[src/hdl/rida_pkg.sv]
package rida_pkg;

  // default sizes
  localparam int NUM_IDS_DEF     = 1024;
  localparam int HANDLE_BITS_DEF = 32;

  // request selector codes
  localparam logic [1:0] FUNC_CREATE = 2'd0;
  localparam logic [1:0] FUNC_DELETE = 2'd1;
  localparam logic [1:0] FUNC_LOOKUP = 2'd2;

  // result status codes
  localparam logic [1:0] ST_OK        = 2'd0;
  localparam logic [1:0] ST_NO_FREE   = 2'd1;
  localparam logic [1:0] ST_NOT_FOUND = 2'd2;

  // controller to datapath commands
  typedef struct packed {
    logic clear_en;  // write one live map entry of the clearing pass
    logic accept;    // capture the item and issue the memory reads
    logic commit;    // update state, write memories, load the output register
  } ctrl_cmd_t;

  // datapath to controller status
  typedef struct packed {
    logic clear_last;  // clearing pass is at its last entry
    logic out_free;    // output register can take a result this cycle
  } dp_stat_t;

endpackage

[src/hdl/rida_ctrl.sv]
module rida_ctrl
  import rida_pkg::*;
(
  input  logic      clk,
  input  logic      rst,
  input  logic      s_axis_tvalid,
  output logic      s_axis_tready,
  input  dp_stat_t  stat,
  output ctrl_cmd_t cmd
);

  typedef enum logic [2:0] {
    S_CLEAR = 3'b001,
    S_IDLE  = 3'b010,
    S_EXEC  = 3'b100
  } state_t;

  state_t state;
  state_t state_next;

  // input side is open only between items
  assign s_axis_tready = (state == S_IDLE);

  // next state and commands
  always_comb begin
    state_next   = state;
    cmd.clear_en = 1'b0;
    cmd.accept   = 1'b0;
    cmd.commit   = 1'b0;
    case (state)
      S_CLEAR: begin
        cmd.clear_en = 1'b1;
        if (stat.clear_last) begin
          state_next = S_IDLE;
        end
      end
      S_IDLE: begin
        if (s_axis_tvalid) begin
          cmd.accept = 1'b1;
          state_next = S_EXEC;
        end
      end
      S_EXEC: begin
        if (stat.out_free) begin
          cmd.commit = 1'b1;
          state_next = S_IDLE;
        end
      end
      default: begin
        state_next = S_IDLE;
      end
    endcase
  end

  // state register
  always_ff @(posedge clk) begin
    if (rst) begin
      state <= S_CLEAR;
    end else begin
      state <= state_next;
    end
  end

endmodule

[config.mk]
export PLATFORM = sky130hd
export DESIGN_NAME = rida_ctrl
export DESIGN_NICKNAME = d
export VERILOG_FILES = /design/src/hdl/rida_pkg.sv /design/src/hdl/rida_ctrl.sv
export SDC_FILE = /design/constraint.sdc
export NUM_CORES = 1
export LEC_CHECK = 0
export BUFFER_PORTS_ARGS = -buffer_cell sky130_fd_sc_hd__buf_4
export CAP_MARGIN = 0
export CORE_AREA = 2 2 39 41
export CTS_CLUSTER_DIAMETER = 60
export DETAILED_ROUTE_END_ITERATION = 6
export DIE_AREA = 0 0 41 43
export RECOVER_POWER = 50
export SYNTH_ARGS = -nofsm -noshare
export SYNTH_HDL_FRONTEND = slang
export SYNTH_SLANG_ARGS = --single-unit
export TNS_END_PERCENT = 100
[constraint.sdc]
create_clock -name clk -period 1.25 [get_ports clk]
set_input_delay 0.0625 -clock clk [delete_from_list [all_inputs] [get_ports clk]]
set_output_delay 0.0625 -clock clk [all_outputs]
set_load 0.02 [all_outputs]
* Word-level counts from Yosys, hierarchy flattened
Cells that the tools add are included.
W data, S select, Z words.
** Word-level totals
- Word-level logic and storage cells :: 17
- Register bits :: 3
- Input bits :: 5
** Cells by class
- Mux-type cells :: 9
- Reduce and logical (&&, ||, !) cells :: 1
- Eq/ne operators :: 6
** Operators with widths (number)
- $mux W3 :: 3
- $pmux W3 S3 :: 1
- $ne A2 B2 Y1 const B :: 3
- $mux W1 :: 5
- $eq A3 B1 Y1 const B :: 1
- $eq A3 B2 Y1 const B :: 1
- $eq A3 B3 Y1 const B :: 1
- $reduce_and A3 Y1 :: 1

* Longest topological paths before layout
Gate-level depths: netlist (run 1).
- Depth after elaboration :: 3
- Depth in mapped cells :: 2

* Least setup slack after synthesis (run 1)
OpenSTA, ideal clock, no wires.
- Path kind :: register to output
- From :: register state[1]
- To :: output cmd[0] in the netlist's numbering
- Arrival :: 1.066 ns
- Setup slack :: 0.121 ns
- Cell stages (with the launch flop) :: 2
- Path buffers :: 0
- Required time :: 1.188 ns
- Cell sequence :: dfxtp_1 -> nor4bb_1
** RTL lines
- start, declared :: line rida_ctrl.sv:18 : state_t state;
- start signal, assigned :: line rida_ctrl.sv:60 : state <= state_next;
- end, declared :: line rida_ctrl.sv:9 : output ctrl_cmd_t cmd

==> impl_table.tex, run 1 <==
\begin{tabular}{lr}
\hline
Metric & Value \\
\hline
\multicolumn{2}{l}{\textbf{Finish}} \\
Count of filler cells inserted in the layout & 148 \\
Finished layout cell area & $\sim$260 µm² \\
Nets & 30 \\
Share of final-layout standard cells stronger than drive strength 1 & 58.3\% \\
Flip-flop count of the largest register after layout & 3 \\
Top Registers & state x3 \\
Area growth from synthesis to layout & 62.5\% \\
Top reg by flops & state \\
Number of diodes added for antenna fixing & 0 \\
\multicolumn{2}{l}{\textbf{Routing}} \\
Wirelength, routed & approximately 390 µm \\
DRC violation count after routing & 0 \\
Count of TritonRoute iterations in the first routing pass & 2 \\
Average wire length per cell after detail routing & slightly below 10 µm \\
Initial DRC count & 1 \\
Antenna-violating nets left & 0 \\
Number of vias after detailed routing & between 100 and 150 \\
Vias per cell & 3.63 \\
\multicolumn{2}{l}{\textbf{Place}} \\
Cell area reported after detailed placement & 240 µm² \\
Placer Congestion & 0.602 \\
Dpl hpwl & 280 µm \\
Number of buffers inserted by port buffering & 8 \\
\multicolumn{2}{l}{\textbf{Yosys}} \\
Number of flops mapped to enable cells by yosys & 0 \\
Synth Register Bits & 3 \\
Count of different cell masters after synthesis & 8 \\
Synth Net Count & 17 \\
Total of warnings raised by yosys & 0 \\
Netlist Area Pre-Place & 160 µm² \\
Cell taking the most area after synthesis & dfxtp\_1 \\
Area share of the largest cell type after synthesis & 37.5\% \\
Largest cells by area after synthesis & dfxtp\_1 (38\%), nor4b\_2 (19\%), and4bb\_4 (10\%), nor3b\_1 (9.4\%), nor4\_2 (7.8\%) \\
Post-Synthesis Mean Instance Area & 13.3 µm² \\
Top cells by count, synth & dfxtp\_1 (3), nor3b\_1 (2), nor4b\_2 (2) \\
Sequential-to-total area share from yosys stat & 37.5\% \\
Synthesized instance count & 12 \\
Share of flip-flops with an asynchronous set or reset after synthesis & 0\% \\
Count leader, synth & dfxtp\_1 \\
Prevailing post-synth register cell & dfxtp\_1 \\
\multicolumn{2}{l}{\textbf{Die}} \\
Rows & 14 \\
Number of top-level design ports & 9 \\
Width of the die & around 40 µm \\
Total Die Area & 1760 µm² \\
Area of the core & 1380 µm² \\
Floorplan die height & 43 µm \\
Initial standard-cell utilization of the core & 11.6\% \\
\multicolumn{2}{l}{\textbf{Min path}} \\
Worst hold path stage count & 2 \\
Min-Delay Path Class & in -> reg \\
Worst hold path startpoint & rst \\
Endpoint of the worst hold-timing path & state[1]\$\_SDFFE\_PP0P\_ \\
\multicolumn{2}{l}{\textbf{CTS}} \\
Number of buffers added for setup after CTS & 0 \\
Maximum number of buffers from clock root to sink & 2 \\
Clock tree root buffer cell & clkbuf\_4 \\
Number of buffers created by CTS & 3 \\
Clock tree from TritonCTS & done \\
Later-pin clock latency in the skew report & 0.23 ns \\
H-tree depth & 1 \\
Clock transition at the registers of the reported paths & about 0.040 ns \\
Clk sinks & 3 \\
Hold buffer count at CTS & 0 \\
CTS-repair resized insts & 0 \\
\multicolumn{2}{l}{\textbf{GRT}} \\
Antenna violations before repair & 0 \\
Pin count of the biggest net entering global routing & 7 \\
Via count of the first global-routing pass & 168 \\
Total routing resource utilization after global routing & 6.31\% \\
First-pass GRT wire length & 717 µm \\
Overflow after GRT & 0 \\
\multicolumn{2}{l}{\textbf{Critical path}} \\
Required time of the worst setup path & 1.19 ns \\
Worst setup path class & reg -> out \\
Largest fanout on the critical path & 6 \\
Crit path capture type & output pin \\
Critical path arrival & 1.08 ns \\
R2R Path End & state[0]\$\_SDFFE\_PP1P\_ \\
Origin of the critical flop-to-flop path & state[0]\$\_SDFFE\_PP1P\_ \\
R2R cell count & 2 \\
Startpoint kind of the worst setup timing path & register \\
R2R setup slack & 0.22 ns \\
\multicolumn{2}{l}{\textbf{Power}} \\
Worst supply voltage drop on vdd & $\sim$0.00039 V \\
Static power due to leakage & around 0.00011 µW \\
P per Cell Area & 1300 nW/µm² \\
\multicolumn{2}{l}{\textbf{STA}} \\
Setup total negative slack & 0 ns \\
Endpoints failing setup & 0 \\
Worst-margin pin slew & 0.429 ns \\
Count of pins over their slew limit & 0 \\
Period Utilization, post-route & 91.4\% \\
Max Clock Skew & 0.000968 ns \\
RSZ-0062 raised after global routing & false \\
Final hold vios & 0 \\
Final critical-path required period & 1.14 ns \\
Maximum clock frequency & 875 MHz \\
Relative slew slack & a little over 70\% \\
\multicolumn{2}{l}{\textbf{Run status}} \\
Result of the run & finished, final reports clean \\
\multicolumn{2}{l}{\textbf{Run}} \\
Count of maximum capacitance violations & 0 \\
\hline
\end{tabular}
==> worst max-delay path by stage <==
| stage | endpoint | depth (start not counted) | start |
|---|---|---|---|
| floorplan | cmd[0] | 1 | state[1]$_SDFFE_PP0P_ |
| global placement | state[1]$_SDFFE_PP0P_ | 2 | state[2]$_SDFFE_PP0P_ |
| detailed placement | state[1]$_SDFFE_PP0P_ | 2 | state[2]$_SDFFE_PP0P_ |
| CTS | cmd[1] | 2 | state[1]$_SDFFE_PP0P_ |
| global route | cmd[0] | 2 | state[2]$_SDFFE_PP0P_ |
| finish | cmd[1] | 2 | state[2]$_SDFFE_PP0P_ |
==> area by class of cell <==
type	instances	area (µm²)	area share, %
repair buffers	8	60.1	23.1
flip-flops and latches	3	60.1	23.1
clock buffers	4	26.3	10.1
multi-input cells	9	93.8	36.1
well taps	16	20.0	7.69
==> routing by layer <==
metal / GRT usage (%) / routed length, µm / vias to the layer above
met5: 0 / 0 / -
met4: 8.00 / 0 / 0
met3: 2.09 / 35 / 0
met2: 6.88 / 143 / 9
met1: 7.99 / 212 / 64
li1: - / - / 72
==> critical path, cell delays in order (launching register included) <==
cell and delay, ns:
dfxtp_1 0.34, and4bb_4 0.36, buf_4 0.14
==> cells by family (layout without fill, tap and decap cells) <==
| kind of cell | after synthesis | in the layout | synth area share, % |
|---|---|---|---|
| AND/OR/NAND/NOR | 8 | 8 | 56.3 |
| AO/OA/AOI/OAI | 1 | 1 | 6.25 |
| buffers and inverters | 0 | 12 | 0 |
| flip-flops | 3 | 3 | 37.5 |
==> cell usage in the layout (no fill, tap or decap), drive strengths merged <==
master / n
buf: 8
or2: 1
nor4bb: 1
nor4: 1
clkbuf: 4
dfxtp: 3
and4bb: 1
o21ba: 1
nor3b: 2
nor4b: 2
==> metrics by stage <==
| stage | std cells | hold slack, ns | setup slack [ns] | util, % | total power, µW |
|---|---|---|---|---|---|
| finish | 40 | 0.00748 | 0.108 | 18.8 | 337 |
| floorplan | 12 | 0.134 | 0.121 | - | 142 |
| CTS | 40 | 0.000365 | 0.0724 | 19.3 | 351 |
| detailed placement | 36 | 0.251 | 0.275 | 17.4 | 169 |
| global placement | 36 | 0.244 | 0.277 | 17.4 | 167 |
| global route | 40 | 0.00189 | 0.0118 | 18.8 | 363 |
==> report_power, final <==
part | internal, µW | total (µW) | switching, µW
registers | 103 | 113 | 10.0
clock network | 120 | 172 | 52.6
logic | 30.4 | 51.7 | 21.3
No activity file was read; power rests on OpenSTA's default activity.
==> inputs of run 2 (changes only) <==
--- a/config.mk
+++ b/config.mk
@@ -11,6 +11,7 @@
 export CTS_CLUSTER_DIAMETER = 60
 export DETAILED_ROUTE_END_ITERATION = 6
 export DIE_AREA = 0 0 41 43
+export PLACE_DENSITY = 0.4
 export RECOVER_POWER = 50
 export SYNTH_ARGS = -nofsm -noshare
 export SYNTH_HDL_FRONTEND = slang
==> impl_table.tex, run 2 (synthesized netlist as in run 1, its figures left out) <==
\begin{tabular}{lr}
\hline
Metric & Value \\
\hline
\multicolumn{2}{l}{\textbf{Power}} \\
P per Cell Area & 1280 nW/µm² \\
Worst supply voltage drop on vdd & 0.000231 V \\
Fraction of power spent switching nets & between 20 and 25\% \\
Internal portion of total power & 253 µW \\
Part of the power in registers & approximately 34\% \\
Combinational fraction of design power & 15.5\% \\
Clock share of power & 50.6\% \\
Static power due to leakage & around 0.00011 µW \\
NetSw & 80.3 µW \\
\multicolumn{2}{l}{\textbf{CTS}} \\
CTS-repair resized insts & 0 \\
H-tree depth & 1 \\
Hold buffer count at CTS & 0 \\
Later-pin clock latency in the skew report & 0.23 ns \\
Clock tree root buffer cell & clkbuf\_4 \\
Maximum number of buffers from clock root to sink & 2 \\
Clock tree from TritonCTS & done \\
Number of buffers added for setup after CTS & 0 \\
Clock transition at the registers of the reported paths & 0.04 ns \\
Number of buffers created by CTS & 3 \\
Clk sinks & 3 \\
\multicolumn{2}{l}{\textbf{Die}} \\
Initial standard-cell utilization of the core & $\sim$12\% \\
Number of top-level design ports & 9 \\
Width of the die & 41 µm \\
Total Die Area & 1760 µm² \\
Area of the core & around 1400 µm² \\
Rows & 14 \\
Floorplan die height & 43 µm \\
\multicolumn{2}{l}{\textbf{Routing}} \\
Antenna-violating nets left & 0 \\
DRC violation count after routing & 0 \\
Initial DRC count & 2 \\
Average wire length per cell after detail routing & around 9.4 µm \\
Wirelength, routed & 377 µm \\
Count of TritonRoute iterations in the first routing pass & 2 \\
Vias per cell & 3.55 \\
Number of vias after detailed routing & 142 \\
\multicolumn{2}{l}{\textbf{Min path}} \\
Endpoint of the worst hold-timing path & state[1]\$\_SDFFE\_PP0P\_ \\
Min-Delay Path Class & in -> reg \\
Worst hold path startpoint & rst \\
Worst hold path stage count & 2 \\
\multicolumn{2}{l}{\textbf{Finish}} \\
Nets & 30 \\
Top Registers & state x3 \\
Number of diodes added for antenna fixing & 0 \\
Flip-flop count of the largest register after layout & 3 \\
Area growth from synthesis to layout & 62.5\% \\
Commonest non-fill, non-tap cell in the layout & buf\_4 \\
Commonest cells after routing, fill and taps aside & buf\_4 (8), clkbuf\_4 (3), dfxtp\_1 (3) \\
Share of final-layout standard cells stronger than drive strength 1 & 58.3\% \\
Top reg by flops & state \\
Share of the core filled with cells & 18.8\% \\
\multicolumn{2}{l}{\textbf{STA}} \\
Max Clock Skew & roughly 0.0007 ns \\
Final critical-path required period & 1.15 ns \\
Period Utilization, post-route & between 90\% and 100\% \\
Final hold vios & 0 \\
RSZ-0062 raised after global routing & false \\
Worst-margin pin slew & about 0.48 ns \\
Maximum clock frequency & 873 MHz \\
Post-route worst hold slack & 0.00768 ns \\
Count of pins over their slew limit & 0 \\
Setup total negative slack & 0 ns \\
Relative slew slack & 67.7\% \\
Endpoints failing setup & 0 \\
\multicolumn{2}{l}{\textbf{Place}} \\
Dpl hpwl & between 200 and 300 µm \\
Number of buffers inserted by port buffering & 8 \\
Placer Congestion & 0.583 \\
\multicolumn{2}{l}{\textbf{Critical path}} \\
R2R setup slack & 0.19 ns \\
Critical-path cell with the highest stage delay & dfxtp\_1 \\
Delay of the slowest critical-path stage & 0.42 ns \\
Critical path arrival & 1.08 ns \\
Crit path capture type & output pin \\
Largest fanout on the critical path & 6 \\
Required time of the worst setup path & $\sim$1.2 ns \\
R2R cell count & 2 \\
Worst setup path class & reg -> out \\
Startpoint kind of the worst setup timing path & register \\
R2R Path End & state[0]\$\_SDFFE\_PP1P\_ \\
Cell Chain, Critical Path & and4bb\_4 -> buf\_4 \\
Origin of the critical flop-to-flop path & state[0]\$\_SDFFE\_PP1P\_ \\
\multicolumn{2}{l}{\textbf{GRT}} \\
Pin count of the biggest net entering global routing & 7 \\
Antenna violations before repair & 0 \\
Overflow after GRT & 0 \\
First-pass GRT wire length & 476 µm \\
Total routing resource utilization after global routing & 4.82\% \\
Via count of the first global-routing pass & around 130 \\
\multicolumn{2}{l}{\textbf{Run status}} \\
Result of the run & finished, final reports clean \\
\multicolumn{2}{l}{\textbf{Run}} \\
Count of maximum capacitance violations & 0 \\
\hline
\end{tabular}
==> run 2: cell counts in the layout (fill, tap and decap cells not counted) <==
Identical to the previous run, type by type.
==> run 2: final cells by class <==
type | instances | area, µm²
fillers | 155 | 1120
flip-flops and latches | 3 | 60.1
repair buffers | 8 | 60.1
clock buffers | 4 | 26.3
well taps | 16 | 20.0
multi-input cells | 9 | 93.8
==> run 2: worst max-delay path, delay by kind of cell (launching register included) <==
family,cells,cell delay [ns]
flops,1,0.42
buf+inv,1,0.14
simple gates,1,0.29
==> run 2: routing by layer <==
layer  vias to the layer above  part of all wire, %  global-route usage [%]
met3                         0                   16                    3.14
met1                        61                   46                    5.47
met4                         0                    0                    8.00
li1                         72                    -                       -
met5                         -                    0                       0
met2                         9                   37                    4.06
==> run 2: worst max path at each step <==
| stage | from | to | slack, ns |
|---|---|---|---|
| after floorplan | state[1]$_SDFFE_PP0P_ | cmd[0] | 0.12 |
| after global placement | state[2]$_SDFFE_PP0P_ | state[1]$_SDFFE_PP0P_ | 0.32 |
| after detailed placement | state[2]$_SDFFE_PP0P_ | state[1]$_SDFFE_PP0P_ | 0.28 |
| after CTS | state[1]$_SDFFE_PP0P_ | cmd[1] | 0.08 |
| after global routing | state[1]$_SDFFE_PP0P_ | cmd[1] | 0.07 |
| final | state[1]$_SDFFE_PP0P_ | cmd[1] | 0.10 |
==> run 2: power groups by stage <==
stage	Sequential (µW)	Combinational (µW)	Clock [µW]
3_5_place_dp	115	53.7	0
4_1_cts	113	53.9	177
6_report	113	51.7	169
5_1_grt	114	55.5	181
3_3_place_gp	113	52.4	0
2_1_floorplan	112	29.2	0
==> run 2: per-stage QoR <==
stage / instance area (µm²) / setup slack (ns) / power, µW / cells
6_report: 260 / 0.105 / 333 / 40
4_1_cts: 267 / 0.0798 / 344 / 40
3_3_place_gp: 240 / 0.316 / 166 / 36
5_1_grt: 260 / 0.0726 / 350 / 40
2_1_floorplan: 160 / 0.121 / 142 / 12
3_5_place_dp: 240 / 0.284 / 168 / 36
==> inputs of run 3 (changes only) <==
--- a/config.mk
+++ b/config.mk
@@ -11,7 +11,7 @@
 export CTS_CLUSTER_DIAMETER = 60
 export DETAILED_ROUTE_END_ITERATION = 6
 export DIE_AREA = 0 0 41 43
-export PLACE_DENSITY = 0.4
+export PLACE_DENSITY_LB_ADDON = 0.3
 export RECOVER_POWER = 50
 export SYNTH_ARGS = -nofsm -noshare
 export SYNTH_HDL_FRONTEND = slang
==> impl_table.tex, run 3 (synthesized netlist as in run 1, its figures left out) <==
\begin{tabular}{lr}
\hline
Metric & Value \\
\hline
\multicolumn{2}{l}{\textbf{Run status}} \\
Result of the run & finished, final reports clean \\
\multicolumn{2}{l}{\textbf{Critical path}} \\
Critical path arrival & 1.10 ns \\
Required time of the worst setup path & 1.19 ns \\
Largest fanout on the critical path & 6 \\
Worst setup path class & reg -> out \\
Startpoint kind of the worst setup timing path & register \\
Crit path capture type & output pin \\
\multicolumn{2}{l}{\textbf{Routing}} \\
DRC violation count after routing & 0 \\
Initial DRC count & 1 \\
Wirelength, routed & roughly 380 µm \\
Count of TritonRoute iterations in the first routing pass & 2 \\
Antenna-violating nets left & 0 \\
Number of vias after detailed routing & 155 \\
Vias per cell & approximately 3.8 \\
Average wire length per cell after detail routing & 9.27 µm \\
\multicolumn{2}{l}{\textbf{GRT}} \\
First-pass GRT wire length & about 550 µm \\
Via count of the first global-routing pass & 149 \\
Antenna violations before repair & 0 \\
Overflow after GRT & 0 \\
Pin count of the biggest net entering global routing & 7 \\
Total routing resource utilization after global routing & 5.51\% \\
\multicolumn{2}{l}{\textbf{CTS}} \\
Clock transition at the registers of the reported paths & roughly 0.040 ns \\
Clock tree from TritonCTS & done \\
Number of buffers created by CTS & 3 \\
Maximum number of buffers from clock root to sink & 2 \\
Clk sinks & 3 \\
Later-pin clock latency in the skew report & 0.23 ns \\
H-tree depth & 1 \\
Clock tree root buffer cell & clkbuf\_4 \\
Number of buffers added for setup after CTS & 0 \\
\multicolumn{2}{l}{\textbf{STA}} \\
Count of pins over their slew limit & 0 \\
Final critical-path required period & 1.16 ns \\
Endpoints failing setup & 0 \\
Max Clock Skew & 0.00300 ns \\
Final hold vios & 0 \\
Period Utilization, post-route & 92.7\% \\
RSZ-0062 raised after global routing & false \\
Relative slew slack & between 60\% and 70\% \\
Setup total negative slack & 0 ns \\
Worst-margin pin slew & 0.493 ns \\
Maximum clock frequency & 863 MHz \\
\multicolumn{2}{l}{\textbf{Die}} \\
Initial standard-cell utilization of the core & a little under an eighth \\
Number of top-level design ports & 9 \\
Width of the die & roughly 40 µm \\
Rows & 14 \\
Total Die Area & 1760 µm² \\
Area of the core & 1380 µm² \\
Floorplan die height & approximately 43 µm \\
\multicolumn{2}{l}{\textbf{Place}} \\
Cell area reported after detailed placement & 240 µm² \\
Number of buffers inserted by port buffering & 8 \\
Cells after DPL & 36 \\
Placer Congestion & roughly 0.49 \\
\multicolumn{2}{l}{\textbf{Finish}} \\
Flip-flop count of the largest register after layout & 3 \\
Commonest non-fill, non-tap cell in the layout & buf\_4 \\
Area growth from synthesis to layout & 64.8\% \\
Finished layout cell area & 264 µm² \\
Share of the core filled with cells & 19.1\% \\
Top reg by flops & state \\
Nets & 31 \\
Number of diodes added for antenna fixing & 0 \\
Commonest cells after routing, fill and taps aside & buf\_4 (8), clkbuf\_4 (3), dfxtp\_1 (3) \\
Share of final-layout standard cells stronger than drive strength 1 & 52.0\% \\
Cell Count, Final, Fillers Out & 41 \\
Top Registers & state x3 \\
\multicolumn{2}{l}{\textbf{Power}} \\
P per Cell Area & between 1000 and 1500 nW/µm² \\
Static power due to leakage & 0.000113 µW \\
Worst supply voltage drop on vdd & 0.000315 V \\
\multicolumn{2}{l}{\textbf{Run}} \\
Count of maximum capacitance violations & 0 \\
\multicolumn{2}{l}{\textbf{Min path}} \\
Min-Delay Path Class & in -> reg \\
\hline
\end{tabular}
==> run 3: cell types whose count changed in the layout (fill, tap and decap cells not counted) <==
cell | before | now
nor4b_1 | 1 | 2
dlygate4sd3_1 | 0 | 1
nor4b_2 | 1 | 0
==> run 3: timing repair <==
action / 4_1_cts / 5_1_grt
setup endpoints to repair: 0 / 0
gates resized for setup: 0 / 0
hold buffers: 1 / 0
endpoints found under the hold margin: 1 / 0
==> run 3: cell type report <==
| type | count | area (µm²) |
|---|---|---|
| Timing Repair Buffer | 9 | 70.1 |
| Clock buffer | 4 | 26.3 |
| Sequential cell | 3 | 60.1 |
| Multi-Input combinational cell | 9 | 87.6 |
| Fill cell | 149 | 1120 |
| Tap cell | 16 | 20.0 |
==> run 3: layer usage <==
metal  global-route usage [%]  up-vias  share of wire [%]
met5                        0        -                  0
met4                     6.00        0                2.1
met3                     6.28        2                 16
met2                     4.69       11                 34
met1                     6.07       68                 48
li1                         -       74                  -
==> run 3: final timing paths <==
path,from,end,slack [ns],depth (start not counted)
hold reg to reg,state[1]$_SDFFE_PP0P_,state[1]$_SDFFE_PP0P_,0.67,2
hold / removal,stat[0],state[1]$_SDFFE_PP0P_,0.15,3
setup / recovery,state[0]$_SDFFE_PP1P_,cmd[0],0.09,2
setup reg to reg,state[0]$_SDFFE_PP1P_,state[2]$_SDFFE_PP0P_,0.19,2
==> run 3: worst max-delay path: stages (launching register included) <==
cell,delay [ns]
dfxtp_1,0.34
nor4bb_1,0.32
buf_4,0.20
==> run 3: report_power, final <==
part / switching [µW] / total (µW) / internal, µW
Combinational: 21.6 / 53.7 / 32.1
Sequential: 8.49 / 111 / 103
Clock: 51.8 / 172 / 120
Total: 81.8 / 337 / 255
==> run 3: through the flow <==
stage          total power, µW  hold slack (ns)  setup WS, ns
2_1_floorplan              142            0.134         0.121
3_3_place_gp               166            0.241         0.307
3_5_place_dp               168            0.247         0.262
4_1_cts                    351            0.136        0.0718
5_1_grt                    366            0.183        0.0222
6_report                   337            0.145        0.0913
